<file path="src/ihc_pkg.sv">
// Shared constants, types and tables for the RGB to intensity/chroma/hue converter.
`timescale 1ns / 1ps

package ihc_pkg;

  // Default channel code width.
  localparam int unsigned CHANNEL_BITS_DEF = 8;

  // Result field widths.
  localparam int unsigned INTEN_W  = 16;
  localparam int unsigned CHROMA_W = 16;
  localparam int unsigned HUE_W    = 15;

  // CORDIC angle accumulator, in units of 1e-9 degree.
  localparam int unsigned ZW           = 40;
  localparam int unsigned CORDIC_STEPS = 32;
  localparam int unsigned Q_FRAC       = 30;

  localparam logic signed [31:0]   SQRT3_Q30   = 32'sd1859775393;
  localparam logic signed [ZW-1:0] Z_180       = 40'sd180000000000;
  // Half of a 1/64 degree step, alone or together with a full turn.
  localparam logic signed [ZW-1:0] Z_ROUND     = 40'sd7812500;
  localparam logic signed [ZW-1:0] Z_WRAP_BIAS = 40'sd360007812500;

  // Chroma radicand is the squared-difference sum scaled by 2^15.
  localparam int unsigned RAD_SHIFT = 15;

  // floor(n/3) == (n * RECIP_3) >> 33 for every n below 2^32.
  localparam logic [31:0] RECIP_3       = 32'hAAAAAAAB;
  localparam int unsigned RECIP_3_SHIFT = 33;

  // Hue quantization: n = floor(B / HUE_DIV) with B = (angle + round) / 8.
  localparam int unsigned BW              = 36;
  localparam int unsigned T_SHIFT         = 3;
  localparam int unsigned HUE_PRE_SHIFT   = 10;
  localparam int unsigned HUE_RECIP_W     = 20;
  localparam logic [20:0] HUE_DIV         = 21'd1953125;
  localparam logic [HUE_RECIP_W-1:0] HUE_RECIP = 20'd562949;
  localparam int unsigned HUE_RECIP_SHIFT = 30;
  localparam logic [HUE_W-1:0] HUE_STEPS  = 15'd23040;

  typedef struct packed {
    logic valid;
    logic gray;
  } ihc_ctl_t;

  typedef struct packed {
    logic [INTEN_W-1:0]  intensity;
    logic [CHROMA_W-1:0] chroma;
    logic [HUE_W-1:0]    hue;
    logic                hue_undefined;
  } ihc_res_t;

  // atan(2^-i) in units of 1e-9 degree.
  function automatic logic signed [ZW-1:0] atan_ndeg(input int unsigned idx);
    logic signed [ZW-1:0] a;
    case (idx)
      0:  a = 40'sd45000000000;
      1:  a = 40'sd26565051177;
      2:  a = 40'sd14036243468;
      3:  a = 40'sd7125016349;
      4:  a = 40'sd3576334375;
      5:  a = 40'sd1789910608;
      6:  a = 40'sd895173710;
      7:  a = 40'sd447614171;
      8:  a = 40'sd223810500;
      9:  a = 40'sd111905677;
      10: a = 40'sd55952892;
      11: a = 40'sd27976453;
      12: a = 40'sd13988227;
      13: a = 40'sd6994114;
      14: a = 40'sd3497057;
      15: a = 40'sd1748528;
      16: a = 40'sd874264;
      17: a = 40'sd437132;
      18: a = 40'sd218566;
      19: a = 40'sd109283;
      20: a = 40'sd54642;
      21: a = 40'sd27321;
      22: a = 40'sd13660;
      23: a = 40'sd6830;
      24: a = 40'sd3415;
      25: a = 40'sd1708;
      26: a = 40'sd854;
      27: a = 40'sd427;
      28: a = 40'sd213;
      29: a = 40'sd107;
      30: a = 40'sd53;
      31: a = 40'sd27;
      default: a = '0;
    endcase
    return a;
  endfunction

endpackage

</file>
<file path="src/ihc_front.sv">
// Front pipeline: differences, squares, intensity and the CORDIC/root start values.
`timescale 1ns / 1ps

module ihc_front #(
  parameter int unsigned CHANNEL_BITS = ihc_pkg::CHANNEL_BITS_DEF
) (
  input  logic                                clk_i,
  input  logic                                rst_ni,
  input  logic                                en_i,
  input  logic                                valid_i,
  input  logic [CHANNEL_BITS-1:0]             red_i,
  input  logic [CHANNEL_BITS-1:0]             green_i,
  input  logic [CHANNEL_BITS-1:0]             blue_i,
  output ihc_pkg::ihc_ctl_t                   ctl_o,
  output logic [ihc_pkg::INTEN_W-1:0]         inten_o,
  output logic signed [CHANNEL_BITS+33:0]     x_o,
  output logic signed [CHANNEL_BITS+33:0]     y_o,
  output logic signed [ihc_pkg::ZW-1:0]       z_o,
  output logic [2*CHANNEL_BITS+15:0]          rad_o
);
  import ihc_pkg::*;

  localparam int unsigned CB = CHANNEL_BITS;
  localparam int unsigned XW = CB + 34;
  localparam int unsigned QW = CB + 9;
  localparam int unsigned EW = (QW > INTEN_W) ? QW : INTEN_W;

  // Stage 1
  ihc_ctl_t               ctl1_q;
  logic signed [CB+1:0]   x1_q, x1_d;
  logic signed [CB:0]     a1_q, a1_d, d1_q, d1_d, c1_q, c1_d;
  logic [CB+1:0]          sum1_q, sum1_d;

  // Stage 2
  ihc_ctl_t               ctl2_q;
  logic                   neg2_q;
  logic [CB:0]            xa2_q, xa2_d;
  logic signed [CB:0]     yd2_q, yd2_d;
  logic [2*CB-1:0]        sqa2_q, sqb2_q, sqc2_q;
  logic [QW-1:0]          q2_q, q2_d;
  logic signed [CB+1:0]   xabs;
  logic signed [2*CB+1:0] sqa, sqb, sqc;
  logic [CB+9:0]          nq;
  logic [CB+41:0]         qprod;

  // Stage 3
  logic signed [CB+32:0]  ymul;
  logic [2*CB+1:0]        ssum;
  logic [EW-1:0]          q_ext;

  assign x1_d   = $signed({1'b0, red_i, 1'b0}) - $signed({2'b00, green_i})
                - $signed({2'b00, blue_i});
  assign a1_d   = $signed({1'b0, red_i})   - $signed({1'b0, green_i});
  assign d1_d   = $signed({1'b0, green_i}) - $signed({1'b0, blue_i});
  assign c1_d   = $signed({1'b0, blue_i})  - $signed({1'b0, red_i});
  assign sum1_d = {2'b00, red_i} + {2'b00, green_i} + {2'b00, blue_i};

  always_ff @(posedge clk_i or negedge rst_ni) begin
    if (!rst_ni) begin
      ctl1_q <= '0;
    end else if (en_i) begin
      ctl1_q.valid <= valid_i;
      ctl1_q.gray  <= (red_i == green_i) && (green_i == blue_i);
    end
  end

  always_ff @(posedge clk_i) begin
    if (en_i) begin
      x1_q   <= x1_d;
      a1_q   <= a1_d;
      d1_q   <= d1_d;
      c1_q   <= c1_d;
      sum1_q <= sum1_d;
    end
  end

  // A negative x folds the vector into the right half plane; the angle starts at 180.
  assign xabs  = x1_q[CB+1] ? -x1_q : x1_q;
  assign xa2_d = xabs[CB:0];
  assign yd2_d = x1_q[CB+1] ? -d1_q : d1_q;
  assign sqa   = a1_q * a1_q;
  assign sqb   = d1_q * d1_q;
  assign sqc   = c1_q * c1_q;
  assign nq    = {sum1_q, 8'h01};
  assign qprod = (CB+42)'(nq) * (CB+42)'(RECIP_3);
  assign q2_d  = qprod[CB+41:RECIP_3_SHIFT];

  always_ff @(posedge clk_i or negedge rst_ni) begin
    if (!rst_ni) begin
      ctl2_q <= '0;
    end else if (en_i) begin
      ctl2_q <= ctl1_q;
    end
  end

  always_ff @(posedge clk_i) begin
    if (en_i) begin
      neg2_q <= x1_q[CB+1];
      xa2_q  <= xa2_d;
      yd2_q  <= yd2_d;
      sqa2_q <= sqa[2*CB-1:0];
      sqb2_q <= sqb[2*CB-1:0];
      sqc2_q <= sqc[2*CB-1:0];
      q2_q   <= q2_d;
    end
  end

  assign ymul  = (CB+33)'(yd2_q) * (CB+33)'(SQRT3_Q30);
  assign ssum  = {2'b00, sqa2_q} + {2'b00, sqb2_q} + {2'b00, sqc2_q};
  assign q_ext = EW'(q2_q);

  always_ff @(posedge clk_i or negedge rst_ni) begin
    if (!rst_ni) begin
      ctl_o <= '0;
    end else if (en_i) begin
      ctl_o <= ctl2_q;
    end
  end

  always_ff @(posedge clk_i) begin
    if (en_i) begin
      x_o     <= XW'({xa2_q, {Q_FRAC{1'b0}}});
      y_o     <= XW'(ymul);
      z_o     <= neg2_q ? Z_180 : '0;
      // The squared-difference sum never exceeds twice the largest code squared.
      rad_o   <= {ssum[2*CB:0], {RAD_SHIFT{1'b0}}};
      inten_o <= (q_ext > EW'({INTEN_W{1'b1}})) ? {INTEN_W{1'b1}} : q_ext[INTEN_W-1:0];
    end
  end

endmodule

</file>
<file path="config.mk">
export PLATFORM = sky130hd
export DESIGN_NAME = ihc_front
export DESIGN_NICKNAME = d
export VERILOG_FILES = /design/src/ihc_pkg.sv /design/src/ihc_front.sv
export SDC_FILE = /design/constraint.sdc
export NUM_CORES = 1
export LEC_CHECK = 0
export BUFFER_PORTS_ARGS = -buffer_cell sky130_fd_sc_hd__buf_2
export CAP_MARGIN = 20
export CORE_ASPECT_RATIO = 0.5
export CORE_MARGIN = 3
export CORE_UTILIZATION = 35
export DETAILED_ROUTE_END_ITERATION = 6
export GPL_TIMING_DRIVEN = 0
export SYNTH_ARGS = -nofsm -noshare
export SYNTH_HDL_FRONTEND = slang
export SYNTH_SLANG_ARGS = --single-unit
</file>
<file path="constraint.sdc">
create_clock -name clk_i -period 8.3 [get_ports clk_i]
set_input_delay 0.415 -clock clk_i [delete_from_list [all_inputs] [get_ports clk_i]]
set_output_delay 0.415 -clock clk_i [all_outputs]
set_load 0.02 [all_outputs]
</file>
## Word-level counts from Yosys, hierarchy flattened

Cells that the tools add are included.

| storage, ports and cells | value |
|---|---|
| input bits | 28 |
| flip-flop bits (word level) | 260 |
| RAM bits | 0 |
| ROM bits | 0 |
| bits in latches | 0 |
| memories kept | 0 |
| word-level logic and storage cells | 46 |
| output and inout bits | 174 |

| cells by class | value |
|---|---|
| divide/modulo/power cells | 0 |
| bitwise logic cells | 0 |
| order comparisons | 1 |
| muxes and demuxes | 3 |
| shift-type cells | 0 |
| add/subtract/negate cells | 11 |
| equal/unequal tests | 2 |
| reductions and logical operators | 1 |
| $mul | 5 |

Operators by type and width:

| cell | number |
|---|---|
| $mul A18 B32 Y50 const B | 1 |
| $mul A9 B9 Y16 | 3 |
| $mul A9 B32 Y41 const B | 1 |
| $mux W38 | 1 |
| $sub A8 B8 Y9 | 3 |
| $mux W9 | 2 |
| $neg A9 Y9 | 2 |
| $add A16 B16 Y17 | 1 |
| $add A17 B16 Y17 | 1 |
| $gt A17 B16 Y1 const B | 1 |
| $eq A8 B8 Y1 | 2 |
| $add A9 B8 Y10 | 1 |
| $sub A10 B9 Y10 | 1 |
| $sub A9 B8 Y10 | 1 |
| $add A8 B8 Y9 | 1 |
| $logic_and A1 B1 Y1 | 1 |

## Longest topological paths before layout

| depth | value |
|---|---|
| depth in word-level cells | 2 |
| depth in mapped cells | 22 |

## Worst setup path after synthesis

Ideal clock, no wire load.

| timing | value |
|---|---|
| kind | reg2reg |
| start point | register sum1_q[7] |
| end point | register q2_q[16], data pin |
| clock period less this slack | 5196 ps |
| required time | 8040 ps |
| buffers on the path | 0 |
| setup slack | 3104 ps |
| cell stages (with the launch flop) | 18 |
| data arrival time | 4937 ps |
| library setup time | 260 ps |
| cells stage by stage | edfxtp_1 -> ha_1 -> ha_1 -> xnor2_1 -> fa_1 -> fa_1 -> inv_1 -> fa_1 -> ha_1 -> ha_1 -> o21ai_0 -> o2bb2a_4 -> a2111oi_4 -> o31ai_2 -> o41ai_4 -> o21bai_2 -> a21oi_2 -> xnor2_1 |

| between the ends | value |
|---|---|
| longest elaborated chain between the ends | 1 |

RTL lines:

| item | RTL line | text |
|---|---|---|
| start, declared | ihc_front.sv:32 | `logic [CB+1:0] sum1_q, sum1_d;` |
| start signal, assigned | ihc_front.sv:73 | `sum1_q <= sum1_d;` |
| $mul A18 B32 Y50 | ihc_front.sv:85 | `assign qprod = (CB+42)'(nq) * (CB+42)'(RECIP_3);` |
| via qprod[49] | ihc_front.sv:44 | `logic [CB+41:0] qprod;` |
| end signal, assigned | ihc_front.sv:104 | `q2_q <= q2_d;` |
| end, declared | ihc_front.sv:40 | `logic [QW-1:0] q2_q, q2_d;` |

The timed path passes the listed nets, and every way through them passes these cells.
A chain may end at the register's enable or synchronous reset.

## Final worst setup path

| timing | value |
|---|---|
| start point | register yd2_q[6] |
| end point | register y_o[39], data pin |

| between the ends | value |
|---|---|
| longest elaborated chain between the ends | 1 |

RTL lines:

| item | RTL line | text |
|---|---|---|
| start, declared | ihc_front.sv:38 | `logic signed [CB:0] yd2_q, yd2_d;` |
| start signal, assigned | ihc_front.sv:100 | `yd2_q <= yd2_d;` |
| $mul A9 B32 Y41 | ihc_front.sv:108 | `assign ymul = (CB+33)'(yd2_q) * (CB+33)'(SQRT3_Q30);` |
| via ymul[39] | ihc_front.sv:47 | `logic signed [CB+32:0] ymul;` |
| end signal, assigned | ihc_front.sv:123 | `y_o <= XW'(ymul);` |
| end, declared | ihc_front.sv:17 | `output logic signed [CHANNEL_BITS+33:0] y_o,` |

The timed path passes the listed nets, and every way through them passes these cells.

==> results.sh <==
export IMPL_period_needed_ps=5864
export IMPL_synth_top_area_share=0.2564
export IMPL_cts_resized=0
export IMPL_port_buffers=126
export IMPL_cts_buffer_depth=3
export IMPL_synth_edf_count=211
export IMPL_postCtsSetupBuffers=0
export IMPL_syn_area_um2=24710
export IMPL_worst_clock_skew_ps=17.73
export IMPL_path_cells="fa_1 > inv_1 > fa_1 > fa_1 > fa_1 > inv_1 > ha_1 > ha_1 > clkbuf_1 > a21oi_1 > o21ai_0 > a221oi_1 > o22ai_1 > a311oi_1 > o31ai_1 > a21oi_1 > xnor2_1"
export IMPL_hold_worst_slack_ps=83.00
export IMPL_r2r_end="y_o[39]"
export IMPL_fillers=6719
export IMPL_drc=0
export IMPL_finalHoldViolCount=0
export IMPL_drt_initial_drc_count=457
export IMPL_grt_pass1_vias=16201
export IMPL_dieArea_um2=74010
export IMPL_hold_path_class="input pin to register"
export IMPL_grt_overflow=0
export IMPL_critPathMaxFanout=10
export IMPL_netlist_top_cells_area="edfxtp_1 (26%), fa_1 (25%), ha_1 (19%)"
export IMPL_slowest_delay_ps=800
export IMPL_slew_violations=0
export IMPL_period_share=0.7065
export IMPL_rsz0062_at_grt="no"
export IMPL_drv_cap=0
export IMPL_num_io_pins=202
export IMPL_status="complete, no violations"
export IMPL_grt_use_total=0.1387
export IMPL_grt_max_degree=109
export IMPL_syn_inst=2215
export IMPL_max_freq_mhz=170.5
export IMPL_clock_sinks=217
export IMPL_reg2reg_slack_ps=2440
export IMPL_hp_start="valid_i"
export IMPL_path_common_cell="fa_1"
export IMPL_clkLatencyLatePin_ps=580
export IMPL_crit_slowest_cell="fa_1"
export IMPL_syn_to_final_growth_pct=12.11
export IMPL_slew_headroom=0.5161
export IMPL_synth_common_cells="inv_1 (429), ha_1 (381), fa_1 (306), edfxtp_1 (211), xnor2_1 (121)"
export IMPL_placed_cell_area_um2=26880
export IMPL_clkTransAtPathRegs_ps=70
export IMPL_synth_top_cell_by_area="edfxtp_1"
export IMPL_gp_congestion=0.9105
export IMPL_critPathArrivalTime_ps=6180
export IMPL_dpl_cell_count=3365
export IMPL_register_area_um2=6486
export IMPL_crit_type="register to register"
export IMPL_cts_tree="built"
export IMPL_ys_flop_type="edfxtp_1"
export IMPL_place_hpwl_mm=41.78
export IMPL_cts_max_level=1
export IMPL_fp_dieH_um=193.9
export IMPL_coreArea_um2=69430
export IMPL_ys_seq_area_frac=0.2625
export IMPL_antenna_found_initial=4
export IMPL_detail_route_antenna_nets=0
export IMPL_hold_depth=2
export IMPL_vias=15257
export IMPL_wl_mm=50.14
export IMPL_worstHoldEndpoint="ctl1_q[1]"
export IMPL_postCtsHoldBufs=1
export IMPL_multi_input_comb_area_um2=16150
export IMPL_row_count=68
export IMPL_first_pass_iters=4
export IMPL_reg2reg_depth=17
export IMPL_async_reset_ff_frac=0.02765
export IMPL_crit_required_ps=8610
export IMPL_ys_warn_count=0
export IMPL_syn_area_per_cell_um2=11.16
export IMPL_tightest_slew_ps=725.8
export IMPL_start_util=0.3559
export IMPL_finalSetupViolCount=0
export IMPL_numCtsBuffers=26
export IMPL_yosys_cell_types_count=57
export IMPL_r2r_start="yd2_q[6]"
export IMPL_setup_worst_path_end_class="register"
export IMPL_final_area_um2=27700
export IMPL_yosysMostFrequentCell="inv_1"
export IMPL_grt_first_pass_wirelength_mm=83.21
export IMPL_yosys_register_bits=217
export IMPL_nets=3164
export IMPL_die_x_um=381.8
export IMPL_wl_per_cell_um=14.69
export IMPL_avgViaCountPerCell=4.469
export IMPL_cts_root_buf="clkbuf_16"
export IMPL_final_layout_size_suffix_gt1_frac=0.1164
export IMPL_fin_setup_tns_ps=0
export IMPL_final_cells=3414
export IMPL_start_kind="register"
[final cells by class]
class	instances	share of cell area
multi-input combinational	1535	0.5832
timing repair buffer	129	0.02547
antenna	3	0.0002710
sequential	217	0.2341
clock buffer	29	0.02389
buffer	111	0.02696
clock inverter	16	0.005285
tap	945	0.04268
inverter	429	0.05813
[how the worst max path moves through the flow]
| stage | start | to | slack [ps] | cells after the start |
|---|---|---|---|---|
| after CTS | yd2_q[6] | y_o[39] | 2430 | 17 |
| after global routing | yd2_q[6] | y_o[39] | 2130 | 17 |
| final | yd2_q[6] | y_o[39] | 2440 | 17 |
| after floorplan | sum1_q[7] | q2_q[16] | 3100 | 17 |
| after detailed placement | yd2_q[6] | y_o[39] | 2460 | 17 |
| after global placement | yd2_q[6] | y_o[39] | 2420 | 17 |
[sequential cells by signal (all words and copies together) (netlist names), 14 cells and up]
name     count
q2_q        17
rad_o       17
inten_o     16
sqb2_q      14
y_o         41
sqc2_q      15
sqa2_q      15
[placed cells by master, fill, tap and decap left out, drive strengths merged, types with 25 or more instances in the layout]
| master | synthesis | layout |
|---|---|---|
| nand2b | 25 | 25 |
| fa | 306 | 306 |
| nor2 | 55 | 55 |
| xnor2 | 121 | 121 |
| buf | 88 | 216 |
| edfxtp | 211 | 211 |
| a21o | 39 | 39 |
| inv | 429 | 430 |
| conb | 1 | 78 |
| o21ai | 48 | 48 |
| clkbuf | 23 | 52 |
| ha | 381 | 381 |
| a21oi | 96 | 96 |
| and2 | 78 | 78 |
| nand2 | 72 | 72 |
| xor2 | 36 | 36 |
[worst max-delay path, delay by kind of cell, from the launching register on]
family	cells	cell delay, ps
flip-flops	1	660
XOR/XNOR	1	120
buffers and inverters	3	310
AO/OA/AOI/OAI	7	1610
adder cells (fa/ha/maj)	6	2880
[metal layers]
layer	up-vias	wire length, um	track usage	share of wire
li1	7539	-	-	-
met1	7511	21770	0.1717	0.43
met2	147	26060	0.2580	0.52
met3	60	1164	0.01732	0.023
met4	0	1155	0.02905	0.023
met5	-	0	0	0
[cells by family (layout without fill, tap and decap cells)]
family	after synthesis	in the layout	share of synthesized area
AO/OA/AOI/OAI	264	264	0.06897
XOR/XNOR	157	157	0.05565
adder cells (fa/ha/maj)	687	687	0.4409
buffers and inverters	540	714	0.09540
flip-flops	217	217	0.2625
multiplexers	12	12	0.005114
other	1	81	0.0001518
AND/OR/NAND/NOR	337	337	0.07135
[through the flow]
stage                     setup WS, ps    util
after detailed placement          2462  0.3871
after global routing              2135  0.3989
after global placement            2417  0.3862
after floorplan                   3104       -
after CTS                         2433  0.3989
final                             2436  0.3990
Power is not shown: default switching activity piles up to over one toggle a cycle in this logic, so the estimate is an artifact.
