<file path="src/ihc_pkg.sv">
// Shared constants, types and tables for the RGB to intensity/chroma/hue converter.
`timescale 1ns / 1ps

package ihc_pkg;

  // Default channel code width.
  localparam int unsigned CHANNEL_BITS_DEF = 8;

  // Result field widths.
  localparam int unsigned INTEN_W  = 16;
  localparam int unsigned CHROMA_W = 16;
  localparam int unsigned HUE_W    = 15;

  // CORDIC angle accumulator, in units of 1e-9 degree.
  localparam int unsigned ZW           = 40;
  localparam int unsigned CORDIC_STEPS = 32;
  localparam int unsigned Q_FRAC       = 30;

  localparam logic signed [31:0]   SQRT3_Q30   = 32'sd1859775393;
  localparam logic signed [ZW-1:0] Z_180       = 40'sd180000000000;
  // Half of a 1/64 degree step, alone or together with a full turn.
  localparam logic signed [ZW-1:0] Z_ROUND     = 40'sd7812500;
  localparam logic signed [ZW-1:0] Z_WRAP_BIAS = 40'sd360007812500;

  // Chroma radicand is the squared-difference sum scaled by 2^15.
  localparam int unsigned RAD_SHIFT = 15;

  // floor(n/3) == (n * RECIP_3) >> 33 for every n below 2^32.
  localparam logic [31:0] RECIP_3       = 32'hAAAAAAAB;
  localparam int unsigned RECIP_3_SHIFT = 33;

  // Hue quantization: n = floor(B / HUE_DIV) with B = (angle + round) / 8.
  localparam int unsigned BW              = 36;
  localparam int unsigned T_SHIFT         = 3;
  localparam int unsigned HUE_PRE_SHIFT   = 10;
  localparam int unsigned HUE_RECIP_W     = 20;
  localparam logic [20:0] HUE_DIV         = 21'd1953125;
  localparam logic [HUE_RECIP_W-1:0] HUE_RECIP = 20'd562949;
  localparam int unsigned HUE_RECIP_SHIFT = 30;
  localparam logic [HUE_W-1:0] HUE_STEPS  = 15'd23040;

  typedef struct packed {
    logic valid;
    logic gray;
  } ihc_ctl_t;

  typedef struct packed {
    logic [INTEN_W-1:0]  intensity;
    logic [CHROMA_W-1:0] chroma;
    logic [HUE_W-1:0]    hue;
    logic                hue_undefined;
  } ihc_res_t;

  // atan(2^-i) in units of 1e-9 degree.
  function automatic logic signed [ZW-1:0] atan_ndeg(input int unsigned idx);
    logic signed [ZW-1:0] a;
    case (idx)
      0:  a = 40'sd45000000000;
      1:  a = 40'sd26565051177;
      2:  a = 40'sd14036243468;
      3:  a = 40'sd7125016349;
      4:  a = 40'sd3576334375;
      5:  a = 40'sd1789910608;
      6:  a = 40'sd895173710;
      7:  a = 40'sd447614171;
      8:  a = 40'sd223810500;
      9:  a = 40'sd111905677;
      10: a = 40'sd55952892;
      11: a = 40'sd27976453;
      12: a = 40'sd13988227;
      13: a = 40'sd6994114;
      14: a = 40'sd3497057;
      15: a = 40'sd1748528;
      16: a = 40'sd874264;
      17: a = 40'sd437132;
      18: a = 40'sd218566;
      19: a = 40'sd109283;
      20: a = 40'sd54642;
      21: a = 40'sd27321;
      22: a = 40'sd13660;
      23: a = 40'sd6830;
      24: a = 40'sd3415;
      25: a = 40'sd1708;
      26: a = 40'sd854;
      27: a = 40'sd427;
      28: a = 40'sd213;
      29: a = 40'sd107;
      30: a = 40'sd53;
      31: a = 40'sd27;
      default: a = '0;
    endcase
    return a;
  endfunction

endpackage

</file>
<file path="src/ihc_back.sv">
// Back pipeline: chroma rounding and quantization of the angle to 1/64 degree.
`timescale 1ns / 1ps

module ihc_back #(
  parameter int unsigned CHANNEL_BITS = ihc_pkg::CHANNEL_BITS_DEF
) (
  input  logic                          clk_i,
  input  logic                          rst_ni,
  input  logic                          en_i,
  input  ihc_pkg::ihc_ctl_t             ctl_i,
  input  logic [ihc_pkg::INTEN_W-1:0]   inten_i,
  input  logic signed [ihc_pkg::ZW-1:0] z_i,
  input  logic [CHANNEL_BITS+8:0]       rem_i,
  input  logic [CHANNEL_BITS+7:0]       root_i,
  output logic                          valid_o,
  output ihc_pkg::ihc_res_t             res_o
);
  import ihc_pkg::*;

  localparam int unsigned RB = CHANNEL_BITS + 8;
  localparam int unsigned EW = (RB + 1 > CHROMA_W) ? RB + 1 : CHROMA_W;
  localparam int unsigned PW = BW - HUE_PRE_SHIFT + HUE_RECIP_W;

  ihc_ctl_t              ctl1_q, ctl2_q, ctl3_q;
  logic [INTEN_W-1:0]    inten1_q, inten2_q, inten3_q;
  logic [CHROMA_W-1:0]   chroma1_q, chroma2_q, chroma3_q;
  logic [BW-1:0]         b1_q, b2_q, b3_q;
  logic [HUE_W-1:0]      qe2_q, qe3_q;
  logic [BW-1:0]         p3_q;

  logic [RB:0]           rt;
  logic [EW-1:0]         rt_ext;
  logic signed [ZW-1:0]  tz;
  logic [PW-1:0]         qprod;
  logic [BW-1:0]         rmd;
  logic [HUE_W-1:0]      n;

  // Round to nearest: step up when the remainder exceeds the floor root.
  assign rt     = {1'b0, root_i} + (RB+1)'(rem_i > {1'b0, root_i});
  assign rt_ext = EW'(rt);
  // Wrap a negative angle by a full turn and add half a step in the same add.
  assign tz     = z_i + (z_i[ZW-1] ? Z_WRAP_BIAS : Z_ROUND);

  always_ff @(posedge clk_i or negedge rst_ni) begin
    if (!rst_ni) begin
      ctl1_q  <= '0;
      ctl2_q  <= '0;
      ctl3_q  <= '0;
      valid_o <= 1'b0;
    end else if (en_i) begin
      ctl1_q  <= ctl_i;
      ctl2_q  <= ctl1_q;
      ctl3_q  <= ctl2_q;
      valid_o <= ctl3_q.valid;
    end
  end

  assign qprod = PW'(b1_q[BW-1:HUE_PRE_SHIFT]) * PW'(HUE_RECIP);
  assign rmd   = b3_q - p3_q;
  // The estimate is the true quotient or one below it.
  assign n     = qe3_q + HUE_W'(rmd >= BW'(HUE_DIV));

  always_ff @(posedge clk_i) begin
    if (en_i) begin
      inten1_q  <= inten_i;
      chroma1_q <= (rt_ext > EW'({CHROMA_W{1'b1}})) ? {CHROMA_W{1'b1}}
                                                     : rt_ext[CHROMA_W-1:0];
      b1_q      <= tz[BW+T_SHIFT-1:T_SHIFT];

      inten2_q  <= inten1_q;
      chroma2_q <= chroma1_q;
      b2_q      <= b1_q;
      qe2_q     <= qprod[HUE_RECIP_SHIFT+HUE_W-1:HUE_RECIP_SHIFT];

      inten3_q  <= inten2_q;
      chroma3_q <= chroma2_q;
      b3_q      <= b2_q;
      qe3_q     <= qe2_q;
      p3_q      <= BW'(qe2_q) * BW'(HUE_DIV);

      res_o.intensity     <= inten3_q;
      res_o.chroma        <= chroma3_q;
      res_o.hue           <= (ctl3_q.gray || (n == HUE_STEPS)) ? '0 : n;
      res_o.hue_undefined <= ctl3_q.gray;
    end
  end

endmodule

</file>
<file path="config.mk">
export PLATFORM = sky130hd
export DESIGN_NAME = ihc_back
export DESIGN_NICKNAME = d
export VERILOG_FILES = /design/src/ihc_pkg.sv /design/src/ihc_back.sv
export SDC_FILE = /design/constraint.sdc
export NUM_CORES = 1
export LEC_CHECK = 0
export ABC_CLOCK_PERIOD_IN_PS = 19500
export BUFFER_PORTS_ARGS = -buffer_cell sky130_fd_sc_hd__buf_2
export CAP_MARGIN = 30
export CORE_MARGIN = 1
export CORE_UTILIZATION = 65
export DETAILED_ROUTE_END_ITERATION = 8
export PLACE_DENSITY = 0.84
export SYNTH_ARGS = -nofsm -noshare
export SYNTH_HDL_FRONTEND = slang
export SYNTH_SLANG_ARGS = --single-unit
</file>
<file path="constraint.sdc">
create_clock -name clk_i -period 19.5 [get_ports clk_i]
set_clock_uncertainty 0.05 [all_clocks]
set_input_delay 1.95 -clock clk_i [delete_from_list [all_inputs] [get_ports clk_i]]
set_output_delay 1.95 -clock clk_i [all_outputs]
set_load 0.05 [all_outputs]
</file>
# After elaboration in Yosys (flattened, before gate mapping)

Index checks and enable logic that the tools add are counted.

Add/sub/neg operators: 4
$mul: 2
Order comparisons: 3
Eq/ne operators: 1
Muxes and demuxes: 1
Reductions and logical operators: 1

Operator list:

| kind                                                  | number |
|---|---|
| multiplier 26 x 20 -> 45 bit, second input constant   | 1 |
| adder 39 bit                                          | 1 |
| two-way mux 39 bit                                    | 1 |
| >= comparator 36 x 21 -> 1 bit, second input constant | 1 |
| multiplier 15 x 21 -> 36 bit, second input constant   | 1 |
| subtractor 36 bit                                     | 1 |
| adder 16 x 1 -> 17 bit                                | 1 |
| > comparator 17 x 16 -> 1 bit                         | 1 |
| > comparator 17 x 16 -> 1 bit, second input constant  | 1 |
| adder 15 x 1 -> 15 bit                                | 1 |
| == test 15 bit, second input constant                 | 1 |
| logical OR 1 bit                                      | 1 |

Register bits: 325
Bits of input ports: 94

# Logic depth before layout (Yosys ltp)

Gate-level depths: netlist of run 1.

Depth in word-level cells: 5
Depth in mapped cells: 24
Gate-level depth less buffers: 24

# Least setup slack after synthesis of run 1

OpenSTA, ideal clock, no wires.

Path kind: register to register
Start point: reg qe2_q[13]
End point: reg p3_q[35], data pin
Setup time: 0.260 ns
Arrival time: 6.214 ns
Slack: 12.976 ns
Stages on the path, launching flop included: 23
Buffers on the path: 1
Period minus slack after synthesis: 6.524 ns
Cells stage by stage: edfxtp_1 > inv_1 > ha_1 > inv_1 > fa_1 > inv_1 > fa_1 > fa_1 > inv_1 > fa_1 > fa_1 > ha_1 > buf_6 > nand4_1 > inv_1 > a211o_1 > a2111oi_2 > nor3_1 > or4_1 > and3_4 > a2111oi_4 > a21oi_2 > xnor2_1

Cells in the longest elaborated chain, start to end: 1

RTL lines:

| what                         | RTL line       | RTL |
|---|---|---|
| from (decl)                  | ihc_back.sv:28 | `logic [HUE_W-1:0] qe2_q, qe3_q;` |
| from (signal assigned)       | ihc_back.sv:73 | `qe2_q <= qprod[HUE_RECIP_SHIFT+HUE_W-1:HUE_RECIP_SHIFT];` |
| multiplier 15 x 21 -> 36 bit | ihc_back.sv:79 | `p3_q <= BW'(qe2_q) * BW'(HUE_DIV);` |
| to (signal assigned)         | ihc_back.sv:79 |  |
| to (decl)                    | ihc_back.sv:29 | `logic [BW-1:0] p3_q;` |

No other way between the ends.
A chain may end at the register's enable or synchronous reset.

# Final worst setup path of run 1

Ends and elaborated chain as after synthesis.

==> out/qor.csv, run 1 <==
stage,metric,value,unit
clock_network,cts_root_buf,clkbuf_16,
yosys,synth_cell_type_count,76,
yosys,avgSynthCellArea,11.8,um^2
cells_and_area,ff_latch_area,9660,um^2
sta,setup_viol,0,
setup_path,cp-end-kind,flop,
min_path,min_path_type,flop to flop,
clock_network,h-tree-depth,2,
cells_and_area,drive_gt1_frac,0.0940,
sta,worst_slew_pin_slew,1.04,ns
yosys,syn-cell-area,26500,um^2
sta,rsz0062_at_grt,no,
clock_network,post_cts_buffers,0,
placed_design,io_buffers,140,
cells_and_area,mostFrequentLayoutCell,inv_1,
sta,hold_viol_final,0,
route,wl,53900,um
setup_path,path_class,flop to flop,
sta,tns,0,ns
clock_network,cts.sinks,323,
sta,max_freq,139,MHz
floorplan,die-area,41600,um^2
sta,slew_violations,0,
yosys,synth_nets,2990,
sta,finalCriticalPeriod,7.21,ns
floorplan,die_h,204,um
cells_and_area,areaGrowthSynthToFinish,9.04,%
floorplan,die_w,204,um
grt,global_route.overflow_total,0,
grt,antenna_found_initial,0,
setup_path,cp-start-kind,flop,
sta,relSlewSlack,0.306,
route,vias,16923,
floorplan,core_area,40000,um^2
route,drtIter0Drc,1156,
floorplan,io_pins,143,
flow_run,drv_cap,0,
cells_and_area,antenna_cells,0,
yosys,synth-main-ff-cell,edfxtp_1,
setup_path,critPathArrivalTime,7.45,ns
cells_and_area,fin_nets,3151,
clock_network,cts_resized,0,
setup_path,critPathMaxFanout,10,
grt,grt_pass1_wl,88200,um
clock_network,cts_buffers,36,
clock_network,clockBufferDepth,3,
run_status,status,"complete, no violations",
cells_and_area,most-common-layout-cells,"461 x inv_1, 407 x ha_1, 316 x edfxtp_1, 243 x fa_1, 139 x buf_2",
yosys,synth_seq_area_share,0.365,
grt,grt_max_degree,199,
cells_and_area,multi_input_area,15000,um^2
route,dr.pass1.iters,5,
placed_design,dp_hpwl,42400,um
floorplan,initial_core_util,0.663,
grt,grt_pass1_vias,17812,
route,via_per_inst,5.72,
route,drtAntennaViolNets,0,
clock_network,postCtsHoldBufs,0,
cells_and_area,fillers,2762,
yosys,synth_edf_count,316,
placed_design,place_congestion,0.924,
yosys,yosys_warnings,0,
grt,track_usage,0.273,
yosys,async_flop_share,0.0217,
clock_network,cts_tree,built,
route,avgRoutedWirePerCell,18.2,um
floorplan,num_rows,73,
yosys,postSynthCellCount,2246,
clock_network,worst_skew_pair.late_latency,0.56,ns
sta,period_share,0.370,
setup_path,critical_path_required,19.74,ns
clock_network,clkSlewWorstSetupHoldPaths,0.07,ns
yosys,yosys_register_bits,323,
route,route.detailed.drc,0,
[path summary, 6_finish.rpt]
| kind | from | end | slack (ns) | cells after the start |
|---|---|---|---|---|
| setup / recovery | qe2_q[13] | p3_q[35] | 12.29 | 21 |
| hold / removal | inten3_q[6] | res_o[38] | 0.36 | 0 |
| setup reg to reg | qe2_q[13] | p3_q[35] | 12.29 | 21 |
| hold reg to reg | inten3_q[6] | res_o[38] | 0.36 | 0 |
| max in group asynchronous | rst_ni | ctl1_q[0] | 18.09 | 1 |
| min in group asynchronous | rst_ni | ctl1_q[1] | 1.16 | 1 |
[critical path, cell delays in order (launching register included)]
cell and delay, ns:
edfxtp_1 0.73, inv_1 0.11, ha_1 0.41, inv_1 0.11, fa_1 0.55, inv_1 0.06
fa_1 0.52, fa_1 0.57, inv_1 0.06, fa_1 0.53, fa_1 0.51, ha_1 0.41
nand4_1 0.13, inv_1 0.05, a211o_1 0.31, a2111oi_2 0.33, nor3_1 0.20, or4_1 0.47
and3_4 0.18, a2111oi_4 0.39, a21oi_2 0.11, xnor2_1 0.14
[cell families (layout without fill, tap and decap cells)]
logic type,count (synthesis),count (layout),share of synthesized area
buffers and inverters,479,668,0.0687
and+or+nand+nor,326,326,0.0601
adders and majority gates,650,650,0.376
AOI/OAI and AO/OA,329,329,0.0847
DFF,323,323,0.365
xor gates and xnor gates,133,133,0.0439
muxes,6,6,0.00255
[state kept, by name, indices dropped and copies added (netlist names), 15 cells and up]
name and cells:
res_o 48, qe2_q 15, b3_q 36, qe3_q 15
p3_q 34, b2_q 36, chroma3_q 16, chroma1_q 16
inten1_q 16, inten2_q 16, chroma2_q 16, inten3_q 16
b1_q 36
[metrics by stage]
| stage | instances | worst slack, ns | instance area (um^2) | hold WS, ns | util |
|---|---|---|---|---|---|
| finish | 2960 | 12.29 | 28900 | 0.361 | 0.723 |
| global route | 2960 | 11.96 | 28900 | 0.367 | 0.723 |
| CTS | 2960 | 12.25 | 28900 | 0.363 | 0.723 |
| detailed placement | 2894 | 12.26 | 27800 | 0.355 | 0.695 |
| global placement | 2894 | 12.38 | 27800 | 0.350 | 0.695 |
| floorplan | 2246 | 12.98 | 26500 | 0.350 | - |
[routing by layer]
layer / up-vias / global-route usage / share of wire
li1: 8007 / - / -
met1: 8322 / 0.343 / 0.41
met2: 468 / 0.482 / 0.51
met3: 126 / 0.0384 / 0.045
met4: 0 / 0.0943 / 0.033
met5: - / 0 / 0
[cell type report]
cell class	instances	area share
clock buffer	38	0.0314
clock inverter	28	0.00658
inverter	461	0.0599
multi-input combinational	1444	0.520
sequential	323	0.334
tap	525	0.0227
timing repair buffer	141	0.0253
[cell usage after synthesis, types with 8 or more instances]
| master | instances | area [um^2] |
|---|---|---|
| nor2b_1 | 8 | 50.1 |
| nor2_1 | 78 | 293 |
| o211ai_1 | 10 | 75.1 |
| fa_1 | 243 | 4860 |
| nand2b_1 | 14 | 87.6 |
| xor2_1 | 40 | 350 |
| nand3_1 | 31 | 155 |
| a21o_1 | 44 | 330 |
| nor3_1 | 24 | 120 |
| a211oi_1 | 9 | 67.6 |
| nand2_1 | 89 | 334 |
| xnor2_1 | 93 | 815 |
| o21bai_1 | 16 | 120 |
| and2_1 | 10 | 62.6 |
| edfxtp_1 | 316 | 9490 |
| inv_1 | 461 | 1730 |
| o21ai_1 | 8 | 40.0 |
| ha_1 | 407 | 5090 |
| o21ai_0 | 47 | 235 |
| and3_1 | 15 | 93.8 |
| a31oi_1 | 16 | 100 |
| a21oi_1 | 101 | 505 |
| nand4_1 | 24 | 150 |
| clkbuf_1 | 12 | 45.0 |
Power of run 1 is left out: the tool's default activity adds up to more than one toggle a clock period on the data nets, which glitch-free logic cannot reach.
==> inputs of run 2 (changes only) <==
- ABC_CLOCK_PERIOD_IN_PS: 19500 -> 6910
- CORE_UTILIZATION: 65 -> 63
- PLACE_DENSITY: 0.84 -> 0.82
- clock period: 19.5 -> 6.91 ns (I/O delays scaled with it)
==> run 2 against run 1 <==
Compared with the run above:
- first-iteration DRC count shrank 2.2%
- fmax grew 6.8%
- worst hold slack got worse by 0.091 ns
- count of clock-buffer cells in the layout stayed put
==> out/qor.csv, run 2 (synthesized netlist as in run 1, its figures left out) <==
stage,metric,value,unit,change
route,route.detailed.drc,0,,unchanged
clock_network,clockBufferDepth,3,,unchanged
sta,period_share,0.977,,was 0.370
cells_and_area,mostFrequentLayoutCell,inv_1,,unchanged
route,avgRoutedWirePerCell,18.2,um,about the same
cells_and_area,antenna_cells,0,,unchanged
sta,worst_slew_pin_slew,1.02,ns,was 1.04 ns
cells_and_area,most-common-layout-cells,"459 x inv_1, 405 x ha_1, 316 x edfxtp_1, 243 x fa_1, 139 x buf_2",,"was 461 x inv_1, 407 x ha_1, 316 x edfxtp_1, 243 x fa_1, 139 x buf_2"
grt,grt_pass1_vias,18063,,was 17812
grt,antenna_found_initial,0,,unchanged
grt,track_usage,0.267,,was 0.273
setup_path,critPathMaxFanout,5,,was 10
floorplan,io_pins,143,,unchanged
setup_path,critical_path_required,7.16,ns,was 19.74 ns
cells_and_area,fin_nets,3222,,was 3151
sta,slew_violations,0,,unchanged
sta,hold_viol_final,0,,unchanged
sta,max_freq,148,MHz,was 139 MHz
route,via_per_inst,5.65,,was 5.72
route,drtIter0Drc,1130,,was 1156
setup_path,cp-end-kind,flop,,unchanged
cells_and_area,drive_gt1_frac,0.126,,was 0.0940
floorplan,initial_core_util,0.643,,was 0.663
cells_and_area,largest_reg_flops,48,,unchanged
flow_run,drv_cap,0,,unchanged
sta,finalCriticalPeriod,6.75,ns,was 7.21 ns
clock_network,cts.sinks,323,,unchanged
setup_path,r2r_cells,25,,was 21
setup_path,path_class,flop to flop,,unchanged
run_status,status,"complete, no violations",,unchanged
grt,grt_pass1_wl,90000,um,was 88200 um
setup_path,cp-start-kind,flop,,unchanged
clock_network,worst_skew_pair.late_latency,0.55,ns,was 0.56 ns
floorplan,core_area,41200,um^2,was 40000 um^2
route,drtAntennaViolNets,0,,unchanged
placed_design,io_buffers,140,,unchanged
placed_design,place_congestion,0.980,,was 0.924
min_path,hold_depth,1,,was 0
sta,setup_viol,0,,unchanged
route,wl,55300,um,was 53900 um
route,vias,17153,,was 16923
grt,global_route.overflow_total,0,,unchanged
sta,relSlewSlack,0.322,,was 0.306
cells_and_area,fin_util,0.718,,was 0.723
clock_network,cts_root_buf,clkbuf_16,,unchanged
floorplan,num_rows,74,,was 73
cells_and_area,areaGrowthSynthToFinish,11.5,%,was 9.04%
cells_and_area,top_register,res_o,,unchanged
clock_network,cts_tree,built,,unchanged
clock_network,clkSlewWorstSetupHoldPaths,0.06,ns,was 0.07 ns
clock_network,h-tree-depth,2,,unchanged
min_path,min_path_type,input pin to flop,,was flop to flop
placed_design,dp_hpwl,44000,um,was 42400 um
floorplan,die-area,42900,um^2,was 41600 um^2
floorplan,die_h,207,um,was 204 um
setup_path,critPathArrivalTime,7.00,ns,was 7.45 ns
route,dr.pass1.iters,7,,was 5
floorplan,die_w,207,um,was 204 um
clock_network,cts_buffers,36,,unchanged
grt,grt_max_degree,180,,was 199
[run 2: per-stage QoR]
| stage | instance area, um^2 | TNS (ns) | worst slack, ns | hold slack (ns) | cells |
|---|---|---|---|---|---|
| final | 29600 | 0 | 0.156 | 0.270 | 3037 |
| after global routing | 29600 | -0.0844 | -0.0535 | 0.243 | 3037 |
| after CTS | 29400 | 0 | 0.0380 | 0.242 | 3018 |
| after detailed placement | 28200 | 0 | 0.117 | 0.355 | 2952 |
| after global placement | 28200 | 0 | 0.148 | 0.350 | 2952 |
| after floorplan | 26500 | 0 | 0.386 | 0.345 | 2246 |
[run 2: what timing repair did]
item | in CTS | in global routing
hold endpoints to repair | 7 | 0
resized for setup | 0 | 15
buffers inserted | 0 | 19
setup endpoints to repair | 0 | 14
hold buffers | 1 | 0
[run 2: final timing paths]
| kind | startpoint | to | slack, ns |
|---|---|---|---|
| worst max-delay path | b1_q[24] | qe2_q[13] | 0.16 |
| worst max register to register | b1_q[24] | qe2_q[13] | 0.16 |
| worst min-delay path | inten_i[8] | inten1_q[8] | 0.27 |
| max in group asynchronous | rst_ni | ctl1_q[1] | 6.19 |
| min in group asynchronous | rst_ni | ctl2_q[1] | 0.47 |
| worst min register to register | inten2_q[2] | inten3_q[2] | 0.36 |
[run 2: layout make-up]
cell class	instances	area, um^2
multi-input combinational	1444	15100
fill	2811	11600
sequential	323	9660
inverter	461	1730
timing repair buffer	212	1270
clock buffer	38	908
tap	532	666
clock inverter	27	246
[run 2: layer usage]
| metal | GRT usage | vias to the layer above | routed length, um |
|---|---|---|---|
| li1 | - | 8148 | - |
| met1 | 0.333 | 8427 | 23100 |
| met2 | 0.472 | 450 | 28100 |
| met3 | 0.0381 | 128 | 2270 |
| met4 | 0.0991 | 0 | 1880 |
| met5 | 0 | - | 0 |
[run 2: worst max-delay path, cell delays in order, from the launching register on]
cell,delay [ns]
edfxtp_1,0.52
buf_4,0.20
fa_1,0.43
ha_1,0.31
ha_1,0.31
fa_1,0.51
inv_1,0.06
fa_1,0.53
inv_1,0.06
fa_1,0.54
inv_1,0.06
fa_1,0.52
inv_1,0.05
ha_1,0.23
a2111oi_2,0.31
nand2_1,0.15
a31oi_2,0.18
o41ai_2,0.11
buf_4,0.15
a2111oi_1,0.26
buf_4,0.19
o311a_1,0.22
o21bai_2,0.09
a21o_1,0.20
buf_4,0.13
xor2_1,0.13
Power of run 2 is left out for the same reason.
