`config.mk`:
```
export PLATFORM = sky130hd
export DESIGN_NAME = ihc_cell
export DESIGN_NICKNAME = d
export VERILOG_FILES = /design/src/ihc_pkg.sv /design/src/ihc_cell.sv
export SDC_FILE = /design/constraint.sdc
export NUM_CORES = 1
export LEC_CHECK = 0
export BUFFER_PORTS_ARGS = -buffer_cell sky130_fd_sc_hd__buf_2
export CORE_ASPECT_RATIO = 0.7
export CORE_MARGIN = 4
export CORE_UTILIZATION = 40
export CTS_CLUSTER_SIZE = 24
export DETAILED_ROUTE_END_ITERATION = 8
export PLACE_DENSITY = 0.69
export SYNTH_ARGS = -nofsm -noshare
export SYNTH_HDL_FRONTEND = slang
export SYNTH_SLANG_ARGS = --single-unit
```
`constraint.sdc`:
```
create_clock -name clk_i -period 0.8 [get_ports clk_i]
set_input_delay 0.08 -clock clk_i [delete_from_list [all_inputs] [get_ports clk_i]]
set_output_delay 0.08 -clock clk_i [all_outputs]
set_load 0.03 [all_outputs]
```
`src/ihc_pkg.sv`:
```
// Shared constants, types and tables for the RGB to intensity/chroma/hue converter.
`timescale 1ns / 1ps

package ihc_pkg;

  // Default channel code width.
  localparam int unsigned CHANNEL_BITS_DEF = 8;

  // Result field widths.
  localparam int unsigned INTEN_W  = 16;
  localparam int unsigned CHROMA_W = 16;
  localparam int unsigned HUE_W    = 15;

  // CORDIC angle accumulator, in units of 1e-9 degree.
  localparam int unsigned ZW           = 40;
  localparam int unsigned CORDIC_STEPS = 32;
  localparam int unsigned Q_FRAC       = 30;

  localparam logic signed [31:0]   SQRT3_Q30   = 32'sd1859775393;
  localparam logic signed [ZW-1:0] Z_180       = 40'sd180000000000;
  // Half of a 1/64 degree step, alone or together with a full turn.
  localparam logic signed [ZW-1:0] Z_ROUND     = 40'sd7812500;
  localparam logic signed [ZW-1:0] Z_WRAP_BIAS = 40'sd360007812500;

  // Chroma radicand is the squared-difference sum scaled by 2^15.
  localparam int unsigned RAD_SHIFT = 15;

  // floor(n/3) == (n * RECIP_3) >> 33 for every n below 2^32.
  localparam logic [31:0] RECIP_3       = 32'hAAAAAAAB;
  localparam int unsigned RECIP_3_SHIFT = 33;

  // Hue quantization: n = floor(B / HUE_DIV) with B = (angle + round) / 8.
  localparam int unsigned BW              = 36;
  localparam int unsigned T_SHIFT         = 3;
  localparam int unsigned HUE_PRE_SHIFT   = 10;
  localparam int unsigned HUE_RECIP_W     = 20;
  localparam logic [20:0] HUE_DIV         = 21'd1953125;
  localparam logic [HUE_RECIP_W-1:0] HUE_RECIP = 20'd562949;
  localparam int unsigned HUE_RECIP_SHIFT = 30;
  localparam logic [HUE_W-1:0] HUE_STEPS  = 15'd23040;

  typedef struct packed {
    logic valid;
    logic gray;
  } ihc_ctl_t;

  typedef struct packed {
    logic [INTEN_W-1:0]  intensity;
    logic [CHROMA_W-1:0] chroma;
    logic [HUE_W-1:0]    hue;
    logic                hue_undefined;
  } ihc_res_t;

  // atan(2^-i) in units of 1e-9 degree.
  function automatic logic signed [ZW-1:0] atan_ndeg(input int unsigned idx);
    logic signed [ZW-1:0] a;
    case (idx)
      0:  a = 40'sd45000000000;
      1:  a = 40'sd26565051177;
      2:  a = 40'sd14036243468;
      3:  a = 40'sd7125016349;
      4:  a = 40'sd3576334375;
      5:  a = 40'sd1789910608;
      6:  a = 40'sd895173710;
      7:  a = 40'sd447614171;
      8:  a = 40'sd223810500;
      9:  a = 40'sd111905677;
      10: a = 40'sd55952892;
      11: a = 40'sd27976453;
      12: a = 40'sd13988227;
      13: a = 40'sd6994114;
      14: a = 40'sd3497057;
      15: a = 40'sd1748528;
      16: a = 40'sd874264;
      17: a = 40'sd437132;
      18: a = 40'sd218566;
      19: a = 40'sd109283;
      20: a = 40'sd54642;
      21: a = 40'sd27321;
      22: a = 40'sd13660;
      23: a = 40'sd6830;
      24: a = 40'sd3415;
      25: a = 40'sd1708;
      26: a = 40'sd854;
      27: a = 40'sd427;
      28: a = 40'sd213;
      29: a = 40'sd107;
      30: a = 40'sd53;
      31: a = 40'sd27;
      default: a = '0;
    endcase
    return a;
  endfunction

endpackage

```
`src/ihc_cell.sv`:
```
// One cell of the chain: a CORDIC vectoring step and, while IDX < CHANNEL_BITS+8, a square-root digit step.
`timescale 1ns / 1ps

module ihc_cell #(
  parameter int unsigned CHANNEL_BITS = ihc_pkg::CHANNEL_BITS_DEF,
  parameter int unsigned IDX          = 0
) (
  input  logic                            clk_i,
  input  logic                            rst_ni,
  input  logic                            en_i,
  input  ihc_pkg::ihc_ctl_t               ctl_i,
  input  logic [ihc_pkg::INTEN_W-1:0]     inten_i,
  input  logic signed [CHANNEL_BITS+33:0] x_i,
  input  logic signed [CHANNEL_BITS+33:0] y_i,
  input  logic signed [ihc_pkg::ZW-1:0]   z_i,
  input  logic [2*CHANNEL_BITS+15:0]      rad_i,
  input  logic [CHANNEL_BITS+8:0]         rem_i,
  input  logic [CHANNEL_BITS+7:0]         root_i,
  output ihc_pkg::ihc_ctl_t               ctl_o,
  output logic [ihc_pkg::INTEN_W-1:0]     inten_o,
  output logic signed [CHANNEL_BITS+33:0] x_o,
  output logic signed [CHANNEL_BITS+33:0] y_o,
  output logic signed [ihc_pkg::ZW-1:0]   z_o,
  output logic [2*CHANNEL_BITS+15:0]      rad_o,
  output logic [CHANNEL_BITS+8:0]         rem_o,
  output logic [CHANNEL_BITS+7:0]         root_o
);
  import ihc_pkg::*;

  localparam int unsigned XW = CHANNEL_BITS + 34;
  localparam int unsigned RB = CHANNEL_BITS + 8;
  localparam int unsigned XB = 2 * RB;
  localparam logic signed [ZW-1:0] ATAN_I = atan_ndeg(IDX);

  logic signed [XW-1:0] xs, ys, x_d, y_d;
  logic signed [ZW-1:0] z_d;
  logic                 rot_neg;
  logic [XB-1:0]        rad_d;
  logic [RB:0]          rem_d;
  logic [RB-1:0]        root_d;

  assign xs      = x_i >>> IDX;
  assign ys      = y_i >>> IDX;
  // Rotate clockwise only while y is strictly positive.
  assign rot_neg = !y_i[XW-1] && (y_i != '0);
  assign x_d     = rot_neg ? x_i + ys : x_i - ys;
  assign y_d     = rot_neg ? y_i - xs : y_i + xs;
  assign z_d     = rot_neg ? z_i + ATAN_I : z_i - ATAN_I;

  generate
    if (IDX < RB) begin : g_root
      logic [RB+2:0] rem_t, trial;
      logic          ge;
      logic [RB+2:0] rem_s;

      assign rem_t  = {rem_i, rad_i[XB-1:XB-2]};
      assign trial  = {1'b0, root_i, 2'b01};
      assign ge     = rem_t >= trial;
      assign rem_s  = ge ? rem_t - trial : rem_t;
      // The partial remainder stays at most twice the partial root.
      assign rem_d  = rem_s[RB:0];
      assign root_d = {root_i[RB-2:0], ge};
      assign rad_d  = {rad_i[XB-3:0], 2'b00};
    end else begin : g_pass
      assign rem_d  = rem_i;
      assign root_d = root_i;
      assign rad_d  = rad_i;
    end
  endgenerate

  always_ff @(posedge clk_i or negedge rst_ni) begin
    if (!rst_ni) begin
      ctl_o <= '0;
    end else if (en_i) begin
      ctl_o <= ctl_i;
    end
  end

  always_ff @(posedge clk_i) begin
    if (en_i) begin
      inten_o <= inten_i;
      x_o     <= x_d;
      y_o     <= y_d;
      z_o     <= z_d;
      rad_o   <= rad_d;
      rem_o   <= rem_d;
      root_o  <= root_d;
    end
  end

endmodule

```
# [Yosys cells after proc, flatten, opt, wreduce, memory -nomap -nowiden]
# Index checks and enable logic that the tools add are counted.
[word_totals] register_bits=205 wordCells=23 input_bits=210 out_inout_bits=207
[classes] magnitude_cmp=1 n_mux=4 n_addsub=6 n_reduce_logical=3
[ops] cell="$mux 42" count=2
[ops] cell="$sub 42x42->42" count=2
[ops] cell="$add 42x42->42" count=1
[ops] cell="$reduce_bool 42->1" count=1
[ops] cell="$add 40x37->40 const B" count=1
[ops] cell="$mux 40" count=1
[ops] cell="$sub 40x37->40 const B" count=1
[ops] cell="$ge 19x18->1" count=1
[ops] cell="$mux 17" count=1
[ops] cell="$sub 17x17->17" count=1
[ops] cell="$logic_and 1x1->1" count=1
[ops] cell="$logic_not 1->1" count=1

# [Logic depth before layout (Yosys ltp)]
# Gate-level depths: netlist of the first run.
[depth] word_depth=3 mapped_depth=17 mapped_depth_nobuf=15

# [Worst setup path after synthesis of the first run]
# OpenSTA, ideal clock, no wires.
[synth_timing] kind="input -> register" startpoint="input y_i[12]" endpoint="register z_o[38] in the netlist's numbering, data pin" setup_ns=0.258 required_time_ns=0.542 path_buffers=2 path_stages=15 setup_slack_ns=-3.473 t_arrival_ns=4.015 path_cell_list="nor4_1 > nand4_1 > nor2_1 > a41o_1 > clkbuf_1 > clkbuf_1 > ha_1 > a21o_1 > o41ai_2 > o31ai_2 > or2_1 > a31o_1 > o22a_2 > a311o_1 > xnor2_1"
[synth_via] elab_chain_cells=3
[synth_lines] element="start: declaration" line_no="ihc_cell.sv:14" source="input logic signed [CHANNEL_BITS+33:0] y_i,"
[synth_lines] element="$reduce_bool 42->1" line_no="ihc_cell.sv:45" source="assign rot_neg = !y_i[XW-1] && (y_i != '0);"
[synth_lines] element="$logic_and 1x1->1" line_no="ihc_cell.sv:45"
[synth_lines] element="$mux 40" line_no="ihc_cell.sv:48" source="assign z_d = rot_neg ? z_i + ATAN_I : z_i - ATAN_I;"
[synth_lines] element="net z_d[38]" line_no="ihc_cell.sv:36" source="logic signed [ZW-1:0] z_d;"
[synth_lines] element="end signal: assignment" line_no="ihc_cell.sv:84" source="z_o <= z_d;"
[synth_lines] element="end: declaration" line_no="ihc_cell.sv:23" source="output logic signed [ihc_pkg::ZW-1:0] z_o,"
# The timed path passes the listed nets, and every way through them passes these cells.
# A chain may end at the register's enable or synchronous reset.

# [Worst setup path in the final report of the first run]
[layout_timing] startpoint="input y_i[4]" endpoint="register z_o[38] in the netlist's numbering, data pin"
# Same word-level chain as after synthesis.

==> results.tsv, run 1 <==
metric	value	unit
crit path time final	3.352	ns
Synth-to-Final Area Change	81.83	%
clock latency on the worst-skew pair	0.56	ns
static leakage	0.01338	µW
Die Width	248.2	µm
final critical-path share of the clock period	419.0	%
MaxCap Viol Count	0	
Yosys reg bits	204	
CP Capture Type	flop	
Port Buffer Count	414	
fraction of layout cells with a size suffix above 1	53.89	%
Initial Util	40.62	%
CTS Buffer Depth	3	
Num CTS Buffers	23	
Post-synth ARST share	0.9804	%
total gr overflow	0	
largest net degree at the start of global routing	66	
Startpoint Class	input pin	
clock root cell	clkbuf_16	
die height	176.1	µm
Setup violations, final	336	
worst vdd ir	0.001436	V
critical path class	in -> reg	
gpl congestion	0.9797	
vias in the first global route	18510	
Top FF cell, synth	edfxtp_1	
Fmax	298.4	MHz
final-stage net count	3286	
full die area	43710	µm²
Row Count	61	
synthesized area	16150	µm²
multi-input combinational cell area	11790	µm²
Synth Area per Inst	9.552	µm²
Slew Viols, Final	0	
slew at the pin closest to its max-slew limit	0.8756	ns
sequential share of the synthesized area	37.86	%
Min-Delay Path Class	in -> reg	
setup TNS	-280.35	ns
yosys warns	0	
worst-path maximum fanout	4	
Max-slew headroom	41.31	%
Top Ports	417	
Data required, critical path	1.10	ns
Via Count	18860	
Core Area	39760	µm²
# DRC	0	
final setup margin	-2.552	ns
DR iter-0 viols	1587	
Tot GR Track Use	33.03	%
failing checks	hold timing, setup timing	
initial antenna violation count	6	
register area	6118	µm²
Pwr Density	1643	nW/µm²
hold_buf cts	93	
Vias per Instance	5.454	
outcome	finished, violations left	
clock transition at the registers of the reported paths	0.07	ns
Post-synth EDFFs	202	
pre-CTS WS	-3.053	ns
skew final	0	ns
Final Hold Viols	1	
Post-Synthesis Cells	1691	
H-tree depth	1	
DR pass1 iterations	6	
CTS tree	done	
global-route wire length before repair	110400	µm
clk sinks	204	
routed len/inst	22.34	µm
RSZ-0062 raised after global routing	yes	
final hold slack	-0.01601	ns
dpl hpwl	58480	µm
Arr. time, crit path	3.66	ns
filler cell count	2797	
Tot Pwr	48260	µW
final WL	77260	µm
distinct cell type count of the synthesized netlist	92	
Post-DRT Antenna Nets	0	
[metal layers]
layer  global-route usage [%]  vias to the layer above  routed length (µm)
met4                    10.72                        2                3035
met2                    52.22                      899               34320
met3                    5.329                      153                6550
li1                         -                     8645                   -
met5                        0                        -                  13
met1                    46.49                     9165               33340
[worst max-delay path, stage by stage]
cell,delay [ns]
buf_8,0.10
nor4_4,0.28
buf_4,0.17
nand4_1,0.30
nor2_4,0.24
buf_6,0.13
a41o_4,0.24
buf_4,0.14
ha_1,0.26
a21oi_2,0.20
nor2_1,0.07
a211oi_2,0.23
o31ai_2,0.12
or2_1,0.23
a31o_1,0.23
o22a_2,0.22
a311o_1,0.28
xnor2_1,0.13
[flip-flops by register name (all words and copies together), names as in the netlist]
name     flops
ctl_o        2
rad_o       30
rem_o       17
y_o         42
x_o         41
root_o      16
z_o         40
inten_o     16
[what timing repair did]
item | CTS | global route
gates cloned | 6 | 4
gates resized for setup | 246 | 238
endpoints found under the setup margin | 336 | 337
buffers inserted | 49 | 59
endpoints found under the hold margin | 95 | 1
pin swaps | 115 | 159
[Yosys cell counts, types with 13 or more instances]
cell | n | area (µm²)
a21o_1 | 47 | 352.8
edfxtp_1 | 202 | 6066
nor2_1 | 104 | 390.4
mux2_2 | 13 | 146.4
o21bai_1 | 34 | 255.2
inv_1 | 155 | 581.8
and2_1 | 13 | 81.33
clkbuf_1 | 40 | 150.1
o211ai_1 | 15 | 112.6
a31oi_1 | 14 | 87.58
o21ai_1 | 16 | 80.08
a211oi_1 | 17 | 127.6
mux2i_1 | 20 | 200.2
nand4_1 | 23 | 143.9
xnor2_1 | 108 | 945.9
nor3_1 | 25 | 125.1
buf_2 | 13 | 65.06
ha_1 | 170 | 2127
nor2b_1 | 28 | 175.2
nor4_1 | 16 | 100.1
a21oi_1 | 182 | 910.9
xor2_1 | 16 | 140.1
nand2_1 | 88 | 330.3
o21ai_0 | 104 | 520.5
nand3_1 | 21 | 105.1
nand2b_1 | 19 | 118.9
o21a_1 | 15 | 112.6
[cell type report]
cell class	instances	area share, %
Multi-Input combinational cell	1271	40.14
Timing Repair Buffer	1245	31.95
Sequential cell	204	20.83
Tap cell	535	2.279
Inverter	157	2.262
Clock buffer	26	1.998
Clock inverter	16	0.5027
Antenna cell	5	0.04260
[report_power, final]
group / leakage [µW] / switching (µW) / internal [µW]
clock: 0.000358 / 4690 / 5960
combinational: 0.0110 / 12900 / 10400
sequential: 0.00200 / 580 / 13700
total: 0.0134 / 18200 / 30000
[logic make-up (layout without fill, tap and decap cells)]
logic type / after synthesis / in the layout / synth area share (%)
simple gates: 382 / 382 / 11.84
fa+ha+maj: 174 / 174 / 13.66
xor+xnor: 124 / 124 / 6.723
mux: 37 / 37 / 2.424
other cells: 1 / 7 / 0.02322
buf+inv: 218 / 1444 / 5.298
compound gates: 551 / 552 / 22.16
flops: 204 / 204 / 37.86
[layout by cell type (no fill, tap or decap), types with 14 or more instances in the layout]
cell type,synthesis,final
buf_4,5,630
buf_2,13,392
edfxtp_1,202,202
inv_1,155,132
ha_1,170,128
a21oi_1,182,123
buf_6,0,96
xnor2_1,108,93
dlygate4sd3_1,0,93
nor2_1,104,92
nand2_1,88,77
o21ai_0,104,54
a21o_1,47,47
a21oi_2,1,39
ha_4,0,38
o21ai_2,0,33
o21bai_1,34,28
clkbuf_16,0,27
nand4_1,23,23
nor2b_1,28,22
a21oi_4,0,21
o21ai_1,16,20
nand3_1,21,18
nand2b_1,19,16
nor3_1,25,16
o211ai_1,15,15
mux2_4,0,15
o21a_1,15,14
[worst paths after layout]
kind | startpoint | to | slack [ns] | cells after the start
min in group asynchronous | rst_ni | ctl_o[0]$_DFFE_PN0P_ | 0.41 | 3
min reg2reg | ctl_o[1]$_DFFE_PN0P_ | ctl_o[1]$_DFFE_PN0P_ | 0.55 | 1
max | y_i[4] | z_o[38]$_DFFE_PP_ | -2.55 | 18
max reg2reg | ctl_o[0]$_DFFE_PN0P_ | ctl_o[0]$_DFFE_PN0P_ | -0.02 | 1
max in group asynchronous | rst_ni | ctl_o[1]$_DFFE_PN0P_ | 0.23 | 3
min | rem_i[13] | rem_o[15]$_DFFE_PP_ | -0.02 | 3
[metrics by stage]
step	cells	utilization (%)	area, µm²	hold WS, ns
4_1_cts	3414	69.96	27820	-0.05706
3_5_place_dp	3232	61.70	24540	-0.1285
5_1_grt	3458	73.86	29370	-0.02771
2_1_floorplan	1692	-	17270	-0.2156
3_3_place_gp	3232	61.70	24540	-0.1350
6_report	3459	73.86	29370	-0.01601
Power figures use the tool's default switching activity.
==> run 2, diff against run 1 <==
==> constraint.sdc (replaced) <==
create_clock -name clk_i -period 0.8 [get_ports clk_i]
set_input_delay 0.04 -clock clk_i [delete_from_list [all_inputs] [get_ports clk_i]]
set_output_delay 0.04 -clock clk_i [all_outputs]
set_load 0.03 [all_outputs]
==> results.tsv, run 2 (synthesized netlist as in run 1, its figures left out) <==
metric	value	unit	change
outcome	finished, violations left		
failing checks	hold timing, setup timing		
Initial Util	40.62	%	unchanged
final-stage net count	3271		-0.46%
top flop regs	y_o x42, x_o x41, z_o x40		
# DRC	0		unchanged
final critical-path share of the clock period	415.0	%	-4.0 points
worst vdd ir	0.001729	V	+20%
final hold slack	-0.03583	ns	-0.01983 ns
static leakage	0.01321	µW	-1.3%
H-tree depth	1		unchanged
full die area	43710	µm²	unchanged
crit path time final	3.320	ns	-0.03188 ns
CP Capture Type	flop		
vias in the first global route	18940		+2.3%
most frequent cells in the layout	buf_4, buf_2, edfxtp_1		
Slew Viols, Final	0		unchanged
Tot GR Track Use	31.98	%	-1.0 points
CTS tree	done		
hold_buf cts	95		+2.2%
sw frac	37.79	%	+0.048 points
final WL	76310	µm	-1.2%
clock transition at the registers of the reported paths	0.06	ns	about the same
cell depth of the worst hold path	4		+1
gpl congestion	1.016		+3.7%
DR pass1 iterations	6		unchanged
dpl hpwl	56130	µm	-4.0%
Num CTS Buffers	23		unchanged
Top Ports	417		unchanged
final setup margin	-2.520	ns	+0.03188 ns
Largest Register	y_o		
fraction of layout cells with a size suffix above 1	53.57	%	-0.32 points
Synth-to-Final Area Change	79.47	%	
largest net degree at the start of global routing	56		-15%
Post-DRT Antenna Nets	0		unchanged
hold path start	rem_i[16]		
Startpoint Class	input pin		
worst-path maximum fanout	8		+4
Tot Pwr	47510	µW	-1.5%
RSZ-0062 raised after global routing	yes		
end of the worst register-to-register path	ctl_o[1]$_DFFE_PN0P_		
clock root cell	clkbuf_16		
Fmax	301.2	MHz	+0.96%
launching point of the worst reg2reg path	ctl_o[1]$_DFFE_PN0P_		
global-route wire length before repair	108000	µm	-2.1%
initial antenna violation count	3		-3
die height	176.1	µm	unchanged
Min-Delay Path Class	in -> reg		
Internal	29560	µW	-1.6%
Hold Crit Endpoint	root_o[0]$_DFFE_PP_		
max FFs per register	42		unchanged
Row Count	61		unchanged
CTS Buffer Depth	3		unchanged
Max-slew headroom	57.41	%	+16 points
Port Buffer Count	414		unchanged
Setup violations, final	336		unchanged
total gr overflow	0		unchanged
pre-CTS WS	-3.415	ns	-0.3618 ns
routed len/inst	22.18	µm	-0.69%
clock latency on the worst-skew pair	0.54	ns	-0.02 ns
worst r2r path cells	1		unchanged
Data required, critical path	1.10	ns	about the same
skew final	0	ns	unchanged
Seq pwr share	30.2	%	+0.6 points
slew at the pin closest to its max-slew limit	0.6322	ns	-0.2434 ns
commonest non-fill, non-tap cell in the layout	buf_4		
critical path class	in -> reg		
R2R Setup Slk	0.01	ns	+0.03 ns
DR iter-0 viols	1790		+13%
sw power	17960	µW	-1.4%
Pwr Density	1639	nW/µm²	-0.25%
Die Width	248.2	µm	unchanged
clock network power share	21.5	%	-0.6 points
clk sinks	204		unchanged
Arr. time, crit path	3.62	ns	-0.04 ns
combinational share of power	48.3	%	about the same
Via Count	19070		+1.1%
Final Hold Viols	2		+1
MaxCap Viol Count	0		unchanged
Core Area	39760	µm²	unchanged
Vias per Instance	5.543		+1.6%
setup TNS	-262.25	ns	+18.10 ns
run 2: cell count changes in the layout (fill, tap and decap cells not counted), sizes merged:
| cell | delta |
|---|---|
| inv | -2 |
| diode | -3 |
| clkbuf | +3 |
| buf | -15 |
| clkinv | -4 |
| dlygate4sd3 | +2 |
| a41o | -1 |
| clkinvlp | +2 |
| bufinv | -1 |
run 2: timing repair:
item                       4_1_cts  5_1_grt
setup endpoints to repair      335      336
resized for setup              282      181
hold endpoints to repair       100        2
pin swaps                      141       83
gates cloned                     1        6
buffers inserted                66       32
run 2: worst max path at each step:
| stage | startpoint | slack, ns | to |
|---|---|---|---|
| 6_report | y_i[34] | -2.52 | z_o[38]$_DFFE_PP_ |
| 3_3_place_gp | y_i[37] | -3.37 | z_o[38]$_DFFE_PP_ |
| 3_5_place_dp | y_i[37] | -3.41 | z_o[38]$_DFFE_PP_ |
| 5_1_grt | y_i[37] | -2.62 | z_o[38]$_DFFE_PP_ |
| 2_1_floorplan | y_i[9] | -2.58 | z_o[38]$_DFFE_PP_ |
| 4_1_cts | y_i[37] | -2.42 | z_o[38]$_DFFE_PP_ |
run 2: stage by stage:
step / instance area, µm² / cells / utilization (%)
after global routing: 28990 / 3440 / 72.91
after floorplan: 17270 / 1692 / -
final: 28990 / 3440 / 72.91
after detailed placement: 24390 / 3211 / 61.34
after global placement: 24390 / 3211 / 61.34
after CTS: 27840 / 3408 / 70.01
run 2: layout make-up:
type / instances / area, µm²
fillers: 2744 / 10770
diodes: 2 / 5.005
clock inverters: 11 / 101.3
repair buffers: 1231 / 9255
clock buffers: 30 / 601.8
flip-flops and latches: 204 / 6118
multi-input cells: 1270 / 11570
inverters: 157 / 673.1
well taps: 535 / 669.4
run 2: power groups by stage:
stage | Sequential [µW] | Combinational (µW) | Clock [µW]
3_3_place_gp | 14500 | 18600 | 0
6_report | 14300 | 23000 | 10200
5_1_grt | 14400 | 24000 | 10800
2_1_floorplan | 17300 | 7450 | 0
4_1_cts | 14300 | 21100 | 10300
3_5_place_dp | 14500 | 18900 | 0
run 2: critical path: stages:
cell,delay [ns]
buf_2,0.12
nor4_4,0.36
buf_4,0.18
nand4_1,0.18
nor2_1,0.19
a41o_4,0.36
buf_12,0.15
clkinv_8,0.06
ha_1,0.32
nand4_1,0.16
nor2_1,0.07
a211oi_2,0.20
o31ai_2,0.11
or2_1,0.24
a31o_1,0.20
o22a_2,0.20
a311o_1,0.33
xnor2_1,0.13
run 2: per-layer routing:
layer	track usage (%)	wire length (µm)	part of all wire (%)
met1	41.63	30610	40
met2	51.08	34180	45
met3	7.075	7227	9.5
met4	14.60	4274	5.6
met5	0	13	0.017
